--- config.mk ---
export PLATFORM = sky130hd
export DESIGN_NAME = two_way_write_back_cache
export DESIGN_NICKNAME = d
export VERILOG_FILES = /design/src/hdl/twc_pkg.sv /design/src/hdl/twc_front.sv /design/src/hdl/twc_back.sv /design/src/hdl/two_way_write_back_cache.sv
export SDC_FILE = /design/constraint.sdc
export NUM_CORES = 2
export LEC_CHECK = 0
export BUFFER_PORTS_ARGS = -buffer_cell sky130_fd_sc_hd__buf_2
export CORE_MARGIN = 5
export CORE_UTILIZATION = 40
export CTS_CLUSTER_SIZE = 24
export DETAILED_ROUTE_END_ITERATION = 10
export SYNTH_ARGS = -nofsm -noshare
export SYNTH_HDL_FRONTEND = slang
export SYNTH_SLANG_ARGS = --single-unit
--- constraint.sdc ---
create_clock -name clk -period 9.05 [get_ports clk]
set_input_delay 0.4525 -clock clk [delete_from_list [all_inputs] [get_ports clk]]
set_output_delay 0.4525 -clock clk [all_outputs]
set_load 0.01 [all_outputs]
--- src/hdl/twc_pkg.sv ---
// Shared types and constants for the two-way write-back cache.
package twc_pkg;
    localparam int SETS_DEF = 4;
    localparam int WAYS_DEF = 2;
    localparam int TAG_SHIFT = 7;
    localparam int SET_SHIFT = 5;
    localparam int QDEPTH = 2;

    typedef enum logic [1:0] {
        KIND_READ   = 2'd0,
        KIND_WRITE  = 2'd1,
        KIND_FLUSH  = 2'd2,
        KIND_REFILL = 2'd3
    } kind_t;

    typedef enum logic [2:0] {
        RK_DONE     = 3'd0,
        RK_WB       = 3'd1,
        RK_REQ      = 3'd2,
        RK_FLUSHED  = 3'd3,
        RK_REJECT   = 3'd4
    } rkind_t;

    // One accepted item as it travels from the front to the back part.
    typedef struct packed {
        logic [1:0]  kind;
        logic [15:0] address;
        logic [63:0] data;
    } item_t;

    typedef enum logic [2:0] {
        ST_IDLE,
        ST_LOOK,
        ST_WB,
        ST_FLUSH,
        ST_FLUSH_WB,
        ST_FILL_RD,
        ST_FILL_OUT
    } state_t;
endpackage

--- src/hdl/twc_front.sv ---
// Input side: takes beats from the input channel into a short queue.
module twc_front (
    input  logic           clk,
    input  logic           rst_n,
    input  logic           valid,
    output logic           stall,
    input  logic [1:0]     kind,
    input  logic [15:0]    address,
    input  logic [63:0]    data,
    output logic           q_valid,
    input  logic           q_take,
    output twc_pkg::item_t q_item
);
    twc_pkg::item_t mem_reg [twc_pkg::QDEPTH];
    logic wp_reg, rp_reg, wp_next, rp_next;
    logic [1:0] cnt_reg, cnt_next;
    logic push, pop;

    assign stall   = (cnt_reg == 2'd2);
    assign push    = valid && !stall;
    assign q_valid = (cnt_reg != 2'd0);
    assign pop     = q_take && q_valid;
    assign q_item  = mem_reg[rp_reg];

    // Advance pointers and fill count
    always_comb
    begin
        wp_next  = push ? ~wp_reg : wp_reg;
        rp_next  = pop ? ~rp_reg : rp_reg;
        cnt_next = cnt_reg + {1'b0, push} - {1'b0, pop};
    end

    always_ff @(posedge clk or negedge rst_n)
    begin
        if (!rst_n)
        begin
            wp_reg  <= 1'b0;
            rp_reg  <= 1'b0;
            cnt_reg <= 2'd0;
        end
        else
        begin
            wp_reg  <= wp_next;
            rp_reg  <= rp_next;
            cnt_reg <= cnt_next;
        end
    end

    // Store the beat
    always_ff @(posedge clk)
    begin
        if (push)
        begin
            mem_reg[wp_reg] <= '{kind: kind, address: address, data: data};
        end
    end

    assert property (@(posedge clk) disable iff (!rst_n) cnt_reg <= 2'd2)
        else $error("queue count overflow");
    assert property (@(posedge clk) disable iff (!rst_n)
        (cnt_reg == 2'd2 && !pop) |=> stall)
        else $error("full queue must stall");
    assert property (@(posedge clk) disable iff (!rst_n)
        (cnt_reg == 2'd0 && !push) |=> !q_valid)
        else $error("empty queue shows an item");
endmodule

--- src/hdl/twc_back.sv ---
// Back part: tag check, line store, write-back, refill and flush sequencing.
module twc_back #(
    parameter int SETS = twc_pkg::SETS_DEF,
    parameter int WAYS = twc_pkg::WAYS_DEF
) (
    input  logic           clk,
    input  logic           rst_n,
    input  logic           q_valid,
    output logic           q_take,
    input  twc_pkg::item_t q_item,
    output logic           out_valid,
    input  logic           out_stall,
    output logic [2:0]     result_kind,
    output logic [15:0]    mem_address,
    output logic [63:0]    result_data,
    output logic           hit,
    output logic           compulsory,
    output logic           misaligned,
    output logic           last
);
    localparam int SLOTS = SETS * WAYS;
    localparam int SW = $clog2(SETS);
    localparam int LW = $clog2(SLOTS);

    // Line storage and tags
    logic [63:0] beats_mem [SLOTS * 4];
    logic [8:0]  tag_reg [SLOTS];
    logic [SLOTS-1:0] valid_reg, dirty_reg;
    logic [SETS-1:0]  lru_reg;

    twc_pkg::state_t state_reg, state_next;
    twc_pkg::item_t  cur_reg;
    logic        waiting_reg;
    logic [1:0]  bc_reg;
    logic        p_write_reg, p_way_reg, p_comp_reg;
    logic [15:0] p_addr_reg;
    logic [31:0] p_word_reg;
    logic [LW-1:0] wb_slot_reg;
    logic [1:0]  wb_beat_reg;
    logic [LW-1:0] fl_slot_reg;
    logic        after_wb_req_reg;

    // Memory read port, registered
    logic [LW+1:0] rd_addr;
    logic [63:0]   rd_data_reg;
    logic          mem_we;
    logic [LW+1:0] wr_addr;
    logic [63:0]   wr_data;

    // Output register
    logic          ov_reg;
    logic [2:0]    ok_reg;
    logic [15:0]   oa_reg;
    logic [63:0]   od_reg;
    logic          oh_reg, oc_reg, om_reg, ol_reg;
    logic          o_load;
    logic [2:0]    nk;
    logic [15:0]   na;
    logic [63:0]   nd;
    logic          nh, nc, nm, nl;
    logic          out_free;

    logic [SW-1:0] cset;
    logic [8:0]    ctag;
    logic [LW-1:0] s0, s1, ps, vs;
    logic          h0, h1;

    assign out_free    = !ov_reg || !out_stall;
    assign out_valid   = ov_reg;
    assign result_kind = ok_reg;
    assign mem_address = oa_reg;
    assign result_data = od_reg;
    assign hit         = oh_reg;
    assign compulsory  = oc_reg;
    assign misaligned  = om_reg;
    assign last        = ol_reg;

    assign cset = cur_reg.address[twc_pkg::SET_SHIFT +: SW];
    assign ctag = cur_reg.address[15:twc_pkg::TAG_SHIFT];
    assign s0   = {cset, 1'b0};
    assign s1   = {cset, 1'b1};
    assign h0   = valid_reg[s0] && tag_reg[s0] == ctag;
    assign h1   = valid_reg[s1] && tag_reg[s1] == ctag;
    assign ps   = {p_addr_reg[twc_pkg::SET_SHIFT +: SW], p_way_reg};
    // Victim slot when both ways are valid
    assign vs   = (valid_reg[s0] && valid_reg[s1]) ? {cset, lru_reg[cset]} : s0;

    // Sequence the back part and pick the next result
    always_comb
    begin
        state_next = state_reg;
        q_take = 1'b0;
        o_load = 1'b0;
        nk = twc_pkg::RK_DONE;
        na = '0;
        nd = '0;
        nh = 1'b0;
        nc = 1'b0;
        nm = 1'b0;
        nl = 1'b1;
        rd_addr = {s0, cur_reg.address[4:3]};
        mem_we = 1'b0;
        wr_addr = {ps, bc_reg};
        wr_data = cur_reg.data;
        unique case (state_reg)
            twc_pkg::ST_IDLE:
            begin
                q_take = q_valid;
                if (q_valid)
                begin
                    state_next = twc_pkg::ST_LOOK;
                end
            end
            twc_pkg::ST_LOOK:
            begin
                // Fetch the hit word, or the first beat of the victim
                rd_addr = (h0 || h1) ? {h1 ? s1 : s0, cur_reg.address[4:3]}
                                     : {vs, 2'd0};
                if (cur_reg.kind == twc_pkg::KIND_REFILL)
                begin
                    if (!waiting_reg)
                    begin
                        if (out_free)
                        begin
                            o_load = 1'b1;
                            nk = twc_pkg::RK_REJECT;
                            state_next = twc_pkg::ST_IDLE;
                        end
                    end
                    else
                    begin
                        mem_we = 1'b1;
                        state_next = (bc_reg == 2'd3) ? twc_pkg::ST_FILL_RD
                                                      : twc_pkg::ST_IDLE;
                    end
                end
                else if (waiting_reg)
                begin
                    if (out_free)
                    begin
                        o_load = 1'b1;
                        nk = twc_pkg::RK_REJECT;
                        state_next = twc_pkg::ST_IDLE;
                    end
                end
                else if (cur_reg.kind == twc_pkg::KIND_FLUSH)
                begin
                    state_next = twc_pkg::ST_FLUSH;
                end
                else if (cur_reg.address[1:0] != 2'b00)
                begin
                    if (out_free)
                    begin
                        o_load = 1'b1;
                        nm = 1'b1;
                        state_next = twc_pkg::ST_IDLE;
                    end
                end
                else
                begin
                    state_next = twc_pkg::ST_WB;
                end
            end
            twc_pkg::ST_WB:
            begin
                // Hit result, or victim write-back then refill request
                if (h0 || h1)
                begin
                    rd_addr = {h1 ? s1 : s0, cur_reg.address[4:3]};
                end
                else
                begin
                    rd_addr = {wb_slot_reg, out_free ? wb_beat_reg + 2'd1 : wb_beat_reg};
                end
                if (out_free)
                begin
                    o_load = 1'b1;
                    if (h0 || h1)
                    begin
                        nh = 1'b1;
                        if (cur_reg.kind == twc_pkg::KIND_READ)
                        begin
                            nd = {32'd0, cur_reg.address[2] ? rd_data_reg[63:32]
                                                            : rd_data_reg[31:0]};
                        end
                        else
                        begin
                            mem_we = 1'b1;
                            wr_addr = {h1 ? s1 : s0, cur_reg.address[4:3]};
                            wr_data = cur_reg.address[2]
                                ? {cur_reg.data[31:0], rd_data_reg[31:0]}
                                : {rd_data_reg[63:32], cur_reg.data[31:0]};
                        end
                        state_next = twc_pkg::ST_IDLE;
                    end
                    else if (after_wb_req_reg)
                    begin
                        nk = twc_pkg::RK_REQ;
                        na = {cur_reg.address[15:5], 5'd0};
                        nc = !(valid_reg[s0] && valid_reg[s1]);
                        state_next = twc_pkg::ST_IDLE;
                    end
                    else
                    begin
                        nk = twc_pkg::RK_WB;
                        nl = 1'b0;
                        na = {tag_reg[wb_slot_reg], wb_slot_reg[LW-1:1], wb_beat_reg, 3'd0};
                        nd = rd_data_reg;
                    end
                end
            end
            twc_pkg::ST_FLUSH:
            begin
                rd_addr = {fl_slot_reg, 2'd0};
                if (dirty_reg[fl_slot_reg])
                begin
                    state_next = twc_pkg::ST_FLUSH_WB;
                end
                else if (fl_slot_reg == LW'(SLOTS - 1))
                begin
                    if (out_free)
                    begin
                        o_load = 1'b1;
                        nk = twc_pkg::RK_FLUSHED;
                        state_next = twc_pkg::ST_IDLE;
                    end
                end
            end
            twc_pkg::ST_FLUSH_WB:
            begin
                rd_addr = {fl_slot_reg, out_free ? wb_beat_reg + 2'd1 : wb_beat_reg};
                if (out_free)
                begin
                    o_load = 1'b1;
                    nk = twc_pkg::RK_WB;
                    nl = 1'b0;
                    na = {tag_reg[fl_slot_reg], fl_slot_reg[LW-1:1], wb_beat_reg, 3'd0};
                    nd = rd_data_reg;
                    if (wb_beat_reg == 2'd3)
                    begin
                        state_next = twc_pkg::ST_FLUSH;
                    end
                end
            end
            twc_pkg::ST_FILL_RD:
            begin
                rd_addr = {ps, p_addr_reg[4:3]};
                state_next = twc_pkg::ST_FILL_OUT;
            end
            twc_pkg::ST_FILL_OUT:
            begin
                rd_addr = {ps, p_addr_reg[4:3]};
                if (out_free)
                begin
                    o_load = 1'b1;
                    nc = p_comp_reg;
                    if (p_write_reg)
                    begin
                        mem_we = 1'b1;
                        wr_addr = {ps, p_addr_reg[4:3]};
                        wr_data = p_addr_reg[2] ? {p_word_reg, rd_data_reg[31:0]}
                                                : {rd_data_reg[63:32], p_word_reg};
                    end
                    else
                    begin
                        nd = {32'd0, p_addr_reg[2] ? rd_data_reg[63:32]
                                                   : rd_data_reg[31:0]};
                    end
                    state_next = twc_pkg::ST_IDLE;
                end
            end
            default:
            begin
                state_next = twc_pkg::ST_IDLE;
            end
        endcase
    end

    // Line data memory
    always_ff @(posedge clk)
    begin
        if (mem_we)
        begin
            beats_mem[wr_addr] <= wr_data;
        end
        rd_data_reg <= beats_mem[rd_addr];
        if (q_take)
        begin
            cur_reg <= q_item;
        end
    end

    // Control state and tags
    always_ff @(posedge clk or negedge rst_n)
    begin
        if (!rst_n)
        begin
            state_reg <= twc_pkg::ST_IDLE;
            valid_reg <= '0;
            dirty_reg <= '0;
            lru_reg <= '0;
            for (int i = 0; i < SLOTS; i++)
            begin
                tag_reg[i] <= '0;
            end
            waiting_reg <= 1'b0;
            bc_reg <= '0;
            p_write_reg <= 1'b0;
            p_way_reg <= 1'b0;
            p_comp_reg <= 1'b0;
            p_addr_reg <= '0;
            p_word_reg <= '0;
            wb_slot_reg <= '0;
            wb_beat_reg <= '0;
            fl_slot_reg <= '0;
            after_wb_req_reg <= 1'b0;
            ov_reg <= 1'b0;
            ok_reg <= '0;
            oa_reg <= '0;
            od_reg <= '0;
            oh_reg <= 1'b0;
            oc_reg <= 1'b0;
            om_reg <= 1'b0;
            ol_reg <= 1'b0;
        end
        else
        begin
            state_reg <= state_next;
            if (o_load)
            begin
                ov_reg <= 1'b1;
                ok_reg <= nk;
                oa_reg <= na;
                od_reg <= nd;
                oh_reg <= nh;
                oc_reg <= nc;
                om_reg <= nm;
                ol_reg <= nl;
            end
            else if (!out_stall)
            begin
                ov_reg <= 1'b0;
            end
            unique case (state_reg)
                twc_pkg::ST_LOOK:
                begin
                    wb_beat_reg <= 2'd0;
                    fl_slot_reg <= '0;
                    if (cur_reg.kind == twc_pkg::KIND_REFILL && waiting_reg)
                    begin
                        bc_reg <= bc_reg + 2'd1;
                    end
                    else if (!waiting_reg && cur_reg.kind != twc_pkg::KIND_FLUSH
                             && cur_reg.kind != twc_pkg::KIND_REFILL
                             && cur_reg.address[1:0] == 2'b00 && !h0 && !h1)
                    begin
                        // Miss: choose the way and start refill bookkeeping
                        if (!valid_reg[s0])
                        begin
                            p_way_reg <= 1'b0;
                            after_wb_req_reg <= 1'b1;
                        end
                        else if (!valid_reg[s1])
                        begin
                            p_way_reg <= 1'b1;
                            after_wb_req_reg <= 1'b1;
                        end
                        else
                        begin
                            p_way_reg <= lru_reg[cset];
                            after_wb_req_reg <= !dirty_reg[{cset, lru_reg[cset]}];
                        end
                        wb_slot_reg <= valid_reg[s0] && valid_reg[s1]
                            ? {cset, lru_reg[cset]} : s0;
                    end
                    else
                    begin
                        wb_slot_reg <= h1 ? s1 : s0;
                    end
                end
                twc_pkg::ST_WB:
                begin
                    if (out_free)
                    begin
                        if (h0 || h1)
                        begin
                            lru_reg[cset] <= !h1;
                            if (cur_reg.kind == twc_pkg::KIND_WRITE)
                            begin
                                dirty_reg[h1 ? s1 : s0] <= 1'b1;
                            end
                        end
                        else if (after_wb_req_reg)
                        begin
                            valid_reg[{cset, p_way_reg}] <= 1'b0;
                            dirty_reg[{cset, p_way_reg}] <= 1'b0;
                            waiting_reg <= 1'b1;
                            bc_reg <= 2'd0;
                            p_write_reg <= cur_reg.kind == twc_pkg::KIND_WRITE;
                            p_addr_reg <= cur_reg.address;
                            p_word_reg <= cur_reg.kind == twc_pkg::KIND_WRITE
                                          ? cur_reg.data[31:0] : 32'd0;
                            p_comp_reg <= !(valid_reg[s0] && valid_reg[s1]);
                        end
                        else
                        begin
                            wb_beat_reg <= wb_beat_reg + 2'd1;
                            if (wb_beat_reg == 2'd3)
                            begin
                                after_wb_req_reg <= 1'b1;
                            end
                        end
                    end
                end
                twc_pkg::ST_FLUSH:
                begin
                    wb_beat_reg <= 2'd0;
                    if (!dirty_reg[fl_slot_reg] && fl_slot_reg != LW'(SLOTS - 1))
                    begin
                        fl_slot_reg <= fl_slot_reg + LW'(1);
                    end
                end
                twc_pkg::ST_FLUSH_WB:
                begin
                    if (out_free)
                    begin
                        wb_beat_reg <= wb_beat_reg + 2'd1;
                        if (wb_beat_reg == 2'd3)
                        begin
                            dirty_reg[fl_slot_reg] <= 1'b0;
                        end
                    end
                end
                twc_pkg::ST_FILL_OUT:
                begin
                    if (out_free)
                    begin
                        waiting_reg <= 1'b0;
                        bc_reg <= 2'd0;
                        tag_reg[ps] <= p_addr_reg[15:twc_pkg::TAG_SHIFT];
                        valid_reg[ps] <= 1'b1;
                        dirty_reg[ps] <= p_write_reg;
                        lru_reg[p_addr_reg[twc_pkg::SET_SHIFT +: SW]] <= !p_way_reg;
                    end
                end
                default:
                begin
                end
            endcase
        end
    end

    assert property (@(posedge clk) disable iff (!rst_n)
        (state_reg == twc_pkg::ST_FILL_OUT) |-> waiting_reg)
        else $error("fill answer without pending refill");
    assert property (@(posedge clk) disable iff (!rst_n)
        (ov_reg && out_stall) |=> ov_reg && $stable(od_reg))
        else $error("stalled result lost");
    assert property (@(posedge clk) disable iff (!rst_n)
        (waiting_reg) |-> !valid_reg[ps])
        else $error("victim way valid during refill");
endmodule

--- src/hdl/two_way_write_back_cache.sv ---
// Top level of the two-way write-back cache.
// Usage: items enter on valid/stall with kind, address and data; results
// leave on out_valid/out_stall with one port per field, last marking the
// final result of each item. A hit passes the queue, the tag compare and the
// registered data read. A miss with a dirty victim gives four write-back beats,
// one per cycle unless the receiver stalls, then a refill request. Each refill
// beat is written into the line; after the fourth the line word is read back,
// merged and answered. Flush walks all 8 lines, skipping clean ones and giving
// four write-back beats per dirty line. The line sequencer in the back part
// handles one item at a time; a two-entry queue in front keeps taking items
// while it works. Reset clears all tags, valid, dirty and LRU marks and
// empties the queue; line data is undefined until filled. When the receiver
// stalls, the result register holds and the sequencer waits.
module two_way_write_back_cache #(
    parameter int SETS = twc_pkg::SETS_DEF,
    parameter int WAYS = twc_pkg::WAYS_DEF
) (
    input  logic        clk,
    input  logic        rst_n,
    input  logic        valid,
    output logic        stall,
    input  logic [1:0]  kind,
    input  logic [15:0] address,
    input  logic [63:0] data,
    output logic        out_valid,
    input  logic        out_stall,
    output logic [2:0]  result_kind,
    output logic [15:0] mem_address,
    output logic [63:0] result_data,
    output logic        hit,
    output logic        compulsory,
    output logic        misaligned,
    output logic        last
);
    logic           q_valid, q_take;
    twc_pkg::item_t q_item;

    twc_front u_front (
        .clk(clk), .rst_n(rst_n), .valid(valid), .stall(stall),
        .kind(kind), .address(address), .data(data),
        .q_valid(q_valid), .q_take(q_take), .q_item(q_item)
    );

    twc_back #(.SETS(SETS), .WAYS(WAYS)) u_back (
        .clk(clk), .rst_n(rst_n), .q_valid(q_valid), .q_take(q_take),
        .q_item(q_item), .out_valid(out_valid), .out_stall(out_stall),
        .result_kind(result_kind), .mem_address(mem_address),
        .result_data(result_data), .hit(hit), .compulsory(compulsory),
        .misaligned(misaligned), .last(last)
    );
endmodule

* Word-level counts from Yosys, hierarchy flattened
Memories as Yosys holds them, arrays and structs flattened. A register that Yosys moved wholly into a read port is not among the register bits. Cells that the tools add are included.
Storage, ports and cells: output and inout bits 89, bits in writable memories 2212, memories kept 2, flip-flop bits (word level) 250, input bits 86, word-level logic and storage cells 360
Memories:
- u_back.beats_mem | depth 32, width 64, rd ports 1, clocked after memory_dff 1, write ports 1, line twc_back.sv:26 | logic [63:0] beats_mem [SLOTS * 4];
- u_front.mem_reg | depth 2, width 82, rd ports 1, clocked after memory_dff 1, write ports 1, line twc_front.sv:14 | twc_pkg::item_t mem_reg [twc_pkg::QDEPTH];
Operators by class: $lt $le $gt $ge 21, reductions and logical operators 57, bitwise gates (word level) 16, add/subtract/negate cells 5, multiplexer cells 190, equality and inequality tests 35
Operators with widths (number):
- 2-to-1 mux 64 bit | 12
- one-hot mux 64 bit (3 select lines) | 1
- 2-to-1 mux 32 bit | 5
- one-hot mux 64 bit (2 select lines) | 1
- binary-select mux 9 bit (select 3 bit) | 4
- 2-to-1 mux 8 bit | 11
- 2-to-1 mux 9 bit | 9
- 2-to-1 mux 3 bit | 25
- bitwise mux 72 bit | 1
- 2-to-1 mux 1 bit | 65
- 2-to-1 mux 16 bit | 4
- one-hot mux 16 bit (2 select lines) | 1
- < comparator 3 x 4 -> 1 bit, second input constant | 7
- demux 9 bit (select 3 bit) | 1
- 2-to-1 mux 2 bit | 13
- one-hot mux 5 bit (5 select lines) | 1
- bitwise AND 8 bit | 3
- one-hot mux 8 bit (3 select lines) | 1
- != test 2 x 1 -> 1 bit, second input constant | 11
- one-hot mux 3 bit (7 select lines) | 1
- greater-or-equal comparator 4 bit, second input constant | 5
- 2-to-1 mux 5 bit | 4
- inverter 3 -> 4 bit | 5
- logical AND 1 bit | 19
- other kinds (49) | 114

* Depth between registers and ports, before layout
depth after elaboration 16, mapped depth 20, depth with buffers taken out 13

* By module
Synthesis repeated with hierarchy kept, for this count alone.
Unflattened totals: cells, all modules 7497, area, all modules 106804.9 µm²
Modules (own cells, without submodules):
- twc_back | times used 1, area each 100337.5 µm², cells an instance 7224, sequential area each 71273.4 µm²
- twc_front | times used 1, area each 6467.5 µm², cells an instance 273, sequential area each 5024.8 µm²

* Worst setup path after synthesis
Ideal clock, no wire load.
kind reg2reg, start reg u_back.cset[0] (netlist name), end mem u_back.beats_mem[14][0] (enable), path slack 2731 ps, buffers on the path 5, arrival 5833 ps, data required time 8563 ps, period minus slack after synthesis 6319 ps, setup time 487 ps, cell stages (with the launch flop) 16, cell sequence edfxtp_1 buf_6 buf_6 mux4_2 xnor2_1 nand4_1 a211o_1 buf_2 nand2_1 buf_4 nand2b_1 a21boi_0 o21ai_1 or3b_2 clkbuf_1 nor2_1
On the way: longest elaborated chain between the ends 12, elaborated cells on any way between the ends 27, classes of those cells eq/ne (2); mux (20); bitwise (2); reduce/logical (3)
Ends and longest elaborated chain:
- inverter 3 -> 4 bit (on tied branches) | line twc_back.sv:82, twc_back.sv:83
- binary-select mux 9 bit (select 3 bit) (on tied branches) | line twc_back.sv:82, twc_back.sv:83
- 2-to-1 mux 9 bit (on tied branches) (2 in series) | line twc_back.sv:82, twc_back.sv:83
- == test 9 bit (on tied branches) | line twc_back.sv:82, twc_back.sv:83
- logical AND 1 bit (on tied branches) | line twc_back.sv:82, twc_back.sv:83
- logical OR 1 bit | line twc_back.sv:178 | if (h0 || h1)
- 2-to-1 mux 1 bit | line twc_back.sv:178
- 2-to-1 mux 1 bit | line twc_back.sv:175 | if (out_free)
- one-hot mux 1 bit (3 select lines) | line twc_back.sv:105 | unique case (state_reg)
- 2-to-1 mux 1 bit | line twc_back.sv:282 | if (mem_we)
- 2-to-1 mux 1 bit (not written as such) | line twc_back.sv:284 | beats_mem[wr_addr] <= wr_data;
- end, declared | line twc_back.sv:26
Several ways; a longest one is shown, not always the timed one. The select of a mux whose other input is x is not followed.

* Worst setup path after layout
start reg u_back.cset[0] (netlist name), end mem u_back.beats_mem[7][56] (enable)
On the way: longest elaborated chain between the ends 12, elaborated cells on any way between the ends 27, classes of those cells eq/ne (2); mux (20); bitwise (2); reduce/logical (3)
Ends and longest elaborated chain (line):
- inverter 3 -> 4 bit (on tied branches) | twc_back.sv:82, twc_back.sv:83
- binary-select mux 9 bit (select 3 bit) (on tied branches) | twc_back.sv:82, twc_back.sv:83
- 2-to-1 mux 9 bit (on tied branches) (2 in series) | twc_back.sv:82, twc_back.sv:83
- == test 9 bit (on tied branches) | twc_back.sv:82, twc_back.sv:83
- logical AND 1 bit (on tied branches) | twc_back.sv:82, twc_back.sv:83
- logical OR 1 bit | twc_back.sv:178
- 2-to-1 mux 1 bit | twc_back.sv:178
- 2-to-1 mux 1 bit | twc_back.sv:175
- one-hot mux 1 bit (3 select lines) | twc_back.sv:105
- 2-to-1 mux 1 bit | twc_back.sv:282
- 2-to-1 mux 1 bit (not written as such) | twc_back.sv:284
Several ways; a longest one is shown, not always the timed one. The select of a mux whose other input is x is not followed.

==> impl_metrics.tcl <==
set metrics [dict create \
    wl_per_cell_um 30.9 \
    ys_ff_latch 2603 \
    cts_root_buf "clkbuf_16" \
    grt.busiest_layer "met2" \
    area_delta_synth_final_pct 14.2 \
    crit_type "reg -> reg" \
    timing.final.ws_setup_ps 1570 \
    synth_seq_area_share_pct 72.1 \
    ant_nets 0 \
    slowest_delay_ps 1320 \
    fill_cells 23200 \
    leakagePower_uw 0.0425 \
    die_x_um 524 \
    gr-usage-met1_pct 34.7 \
    synth_area_leader_cell "edfxtp_1" \
    synth_edf_count 2294 \
    cts_tree "done" \
    track_usage_pct 25.1 \
    htreeDepth 5 \
    largest_reg_flops 2048 \
    ys_types 80 \
    dieHeight_um 524 \
    vias_per_cell 6.12 \
    die-area_sq_um 275000 \
    post_cts_resized 0 \
    rsz0062_at_grt "no" \
    synth_cells 7575 \
    antenna_found_initial 20 \
    hold_violations 0 \
    firstDrtPassIters 9 \
    clk_latency_ps 930 \
    ys_top_cells_by_count "edfxtp_1, nand2_1, nand3_1" \
    num_vias 70500 \
    grt_overflow 0 \
    port_buffers 171 \
    worstPathCellList "buf_4 > mux4_2 > xnor2_1 > nand4_1 > a211o_1 > nand2_1 > nand2b_1 > a21boi_0 > o21ai_1 > nand3b_1 > nor2_4 > buf_4" \
    outcome "complete, but fails checks" \
    critPathLaunchType "register" \
    met2_usage_pct 38.7 \
    final_min_period_over_clock_period_pct 82.7 \
    synth.most_common_cell "edfxtp_1" \
    slew_headroom_pct -1.56 \
    drive_gt1_share_pct 14.2 \
    start_util_pct 40.2 \
    grt_util_met3_pct 5.85 \
    vdd_drop_max_uv 554 \
    async_flop_share_pct 9.41 \
    nets 7873 \
    power_density_nw_per_um2 394 \
    postCtsSetupBuffers 0 \
    boundaryPins 175 \
    crit_path_top_delay_cell "nor2_4" \
    cts_sinks 2603 \
    grt_pass1_vias 66800 \
    setup_viol 0 \
    gp_congestion 0.908 \
    max_freq_mhz 134 \
    cpMostUsedCell "buf_4" \
    ys_top_cells_by_area "edfxtp_1, dfrtp_1, nand2_1" \
    skew_ps 51.0 \
    path_clk_slew_ps 60 \
    num_rows 188 \
    finalCriticalPeriod_ps 7480 \
    synth_flop_cell "edfxtp_1" \
    violations "capacitance limit, slew limit" \
    hold_class "in -> async" \
    cp_max_fo 28 \
    grt_max_degree 158 \
    finalSetupTns_ps 0 \
    drt_iter0_drc 9746 \
    dpl_worst_slack_ps 1750 \
    critical_path_arrival_ps 8040 \
    drcViolationCount 0 \
    synth.cell_area_sq_um 106000 \
    grt_pass1_wl_um 501000 \
    yosysWarnings 0 \
    required_ps 9610 \
    coreArea_sq_um 263000 \
    dp_hpwl_um 206000 \
    tightest_slew_ps 1520 \
    slew_violations 34 \
    endpoint_kind "register" \
    numCtsBuffers 283 \
    synth_top_cell_area_share_pct 65.1 \
    rr_worst_depth 12 \
    syn_avg_cell_area_sq_um 14.0 \
    wirelength_um 356000 \
    cap_viol_max_count 2 \
    clk_path_buf_depth 4 \
]
layout by cell type, fill, tap and decap left out, types with 49 or more instances in the layout:
cell | netlist | final
and3_1 | 318 | 317
a21oi_1 | 220 | 196
dlygate4sd3_1 | 0 | 84
buf_4 | 34 | 176
nand3_1 | 333 | 330
a22o_1 | 78 | 78
dfrtp_1 | 245 | 241
a31oi_1 | 189 | 189
mux4_2 | 49 | 49
mux2_2 | 203 | 203
o21ai_0 | 149 | 148
a311oi_1 | 116 | 114
dfxtp_1 | 64 | 64
mux2i_1 | 239 | 239
a211oi_1 | 228 | 227
clkbuf_16 | 0 | 288
clkbuf_1 | 242 | 73
o22ai_1 | 91 | 91
nor2_1 | 154 | 103
edfxtp_1 | 2294 | 2294
buf_2 | 198 | 170
nand2_1 | 1499 | 1496
inv_1 | 60 | 59
logic make-up (layout without fill, tap and decap cells):
group / after synthesis / after routing / synth area share (%)
muxes: 498 / 498 / 5.54
xor gates and xnor gates: 29 / 29 / 0.254
and+or+nand+nor: 2466 / 2466 / 10.3
AOI/OAI and AO/OA: 1370 / 1370 / 9.13
other: 1 / 21 / 0.00354
DFF: 2603 / 2603 / 72.1
buffers and inverters: 601 / 1006 / 2.61
adders and majority gates: 7 / 7 / 0.0827
area by class of cell:
class	count	area [sq um]	share of cell area, %
Clock buffer	383	7780	6.44
Tap cell	3515	4400	3.64
Sequential cell	2603	76300	63.1
Timing Repair Buffer	458	3570	2.95
Antenna cell	18	45.0	0.0373
Clock inverter	104	928	0.768
Inverter	61	229	0.189
Multi-Input combinational cell	4373	27600	22.8
per-stage QoR:
stage | cell area [sq um] | util [%] | hold slack, ps | instances | total power, uW
floorplan | 106000 | - | 157 | 7577 | 28400
global placement | 111000 | 42.3 | 464 | 10900 | 36100
detailed placement | 111000 | 42.3 | 469 | 10900 | 36300
CTS | 121000 | 45.9 | 76.4 | 11500 | 47300
global route | 121000 | 45.9 | 110 | 11500 | 49200
finish | 121000 | 46.0 | 77.3 | 11500 | 47600
what timing repair did:
| action | in CTS | in global routing |
|---|---|---|
| hold endpoints to repair | 227 | 0 |
| hold buffers | 84 | 0 |
| endpoints found under the setup margin | 0 | 0 |
per-layer routing:
| metal | part of all wire (%) | up-vias |
|---|---|---|
| li1 | - | 29400 |
| met1 | 39 | 35900 |
| met2 | 45 | 4385 |
| met3 | 11 | 737 |
| met4 | 4.3 | 0 |
| met5 | 0 | - |
critical path, delay by kind of cell, from the launching register on:
kind / cells / cell delay, ps
AOI/OAI and AO/OA: 3 / 1300
DFF: 1 / 1050
buffers and inverters: 2 / 870
xor gates and xnor gates: 1 / 150
muxes: 1 / 530
and+or+nand+nor: 5 / 3180
final timing paths:
| kind | startpoint | endpoint | slack, ps |
|---|---|---|---|
| setup / recovery | u_back.cset[0]$_DFFE_PP_ | u_back.beats_mem[7][56]$_DFFE_PP_ | 1570 |
| hold / removal | rst_n | u_back.result_data[0]$_DFFE_PN0P_ | 80 |
| setup reg to reg | u_back.cset[0]$_DFFE_PP_ | u_back.beats_mem[7][56]$_DFFE_PP_ | 1570 |
| hold reg to reg | u_back.result_data[62]$_DFFE_PN0P_ | u_back.result_data[62]$_DFFE_PN0P_ | 490 |
| max in group asynchronous | rst_n | u_back.tag_reg[3]$_DFFE_PN0P_ | 6840 |
| min in group clk | data[20] | u_front.mem_reg[0][20]$_DFFE_PP_ | 260 |
where the power goes:
group          switching, uW  leakage (uW)  total (uW)  internal, uW
Combinational          13400        0.0136       18600          5220
Clock                   4630       0.00428       11100          6470
Sequential              1620        0.0246       17900         16300
Total                  19600        0.0425       47600         27900
Note: power is estimated with default switching activity, not from simulation.
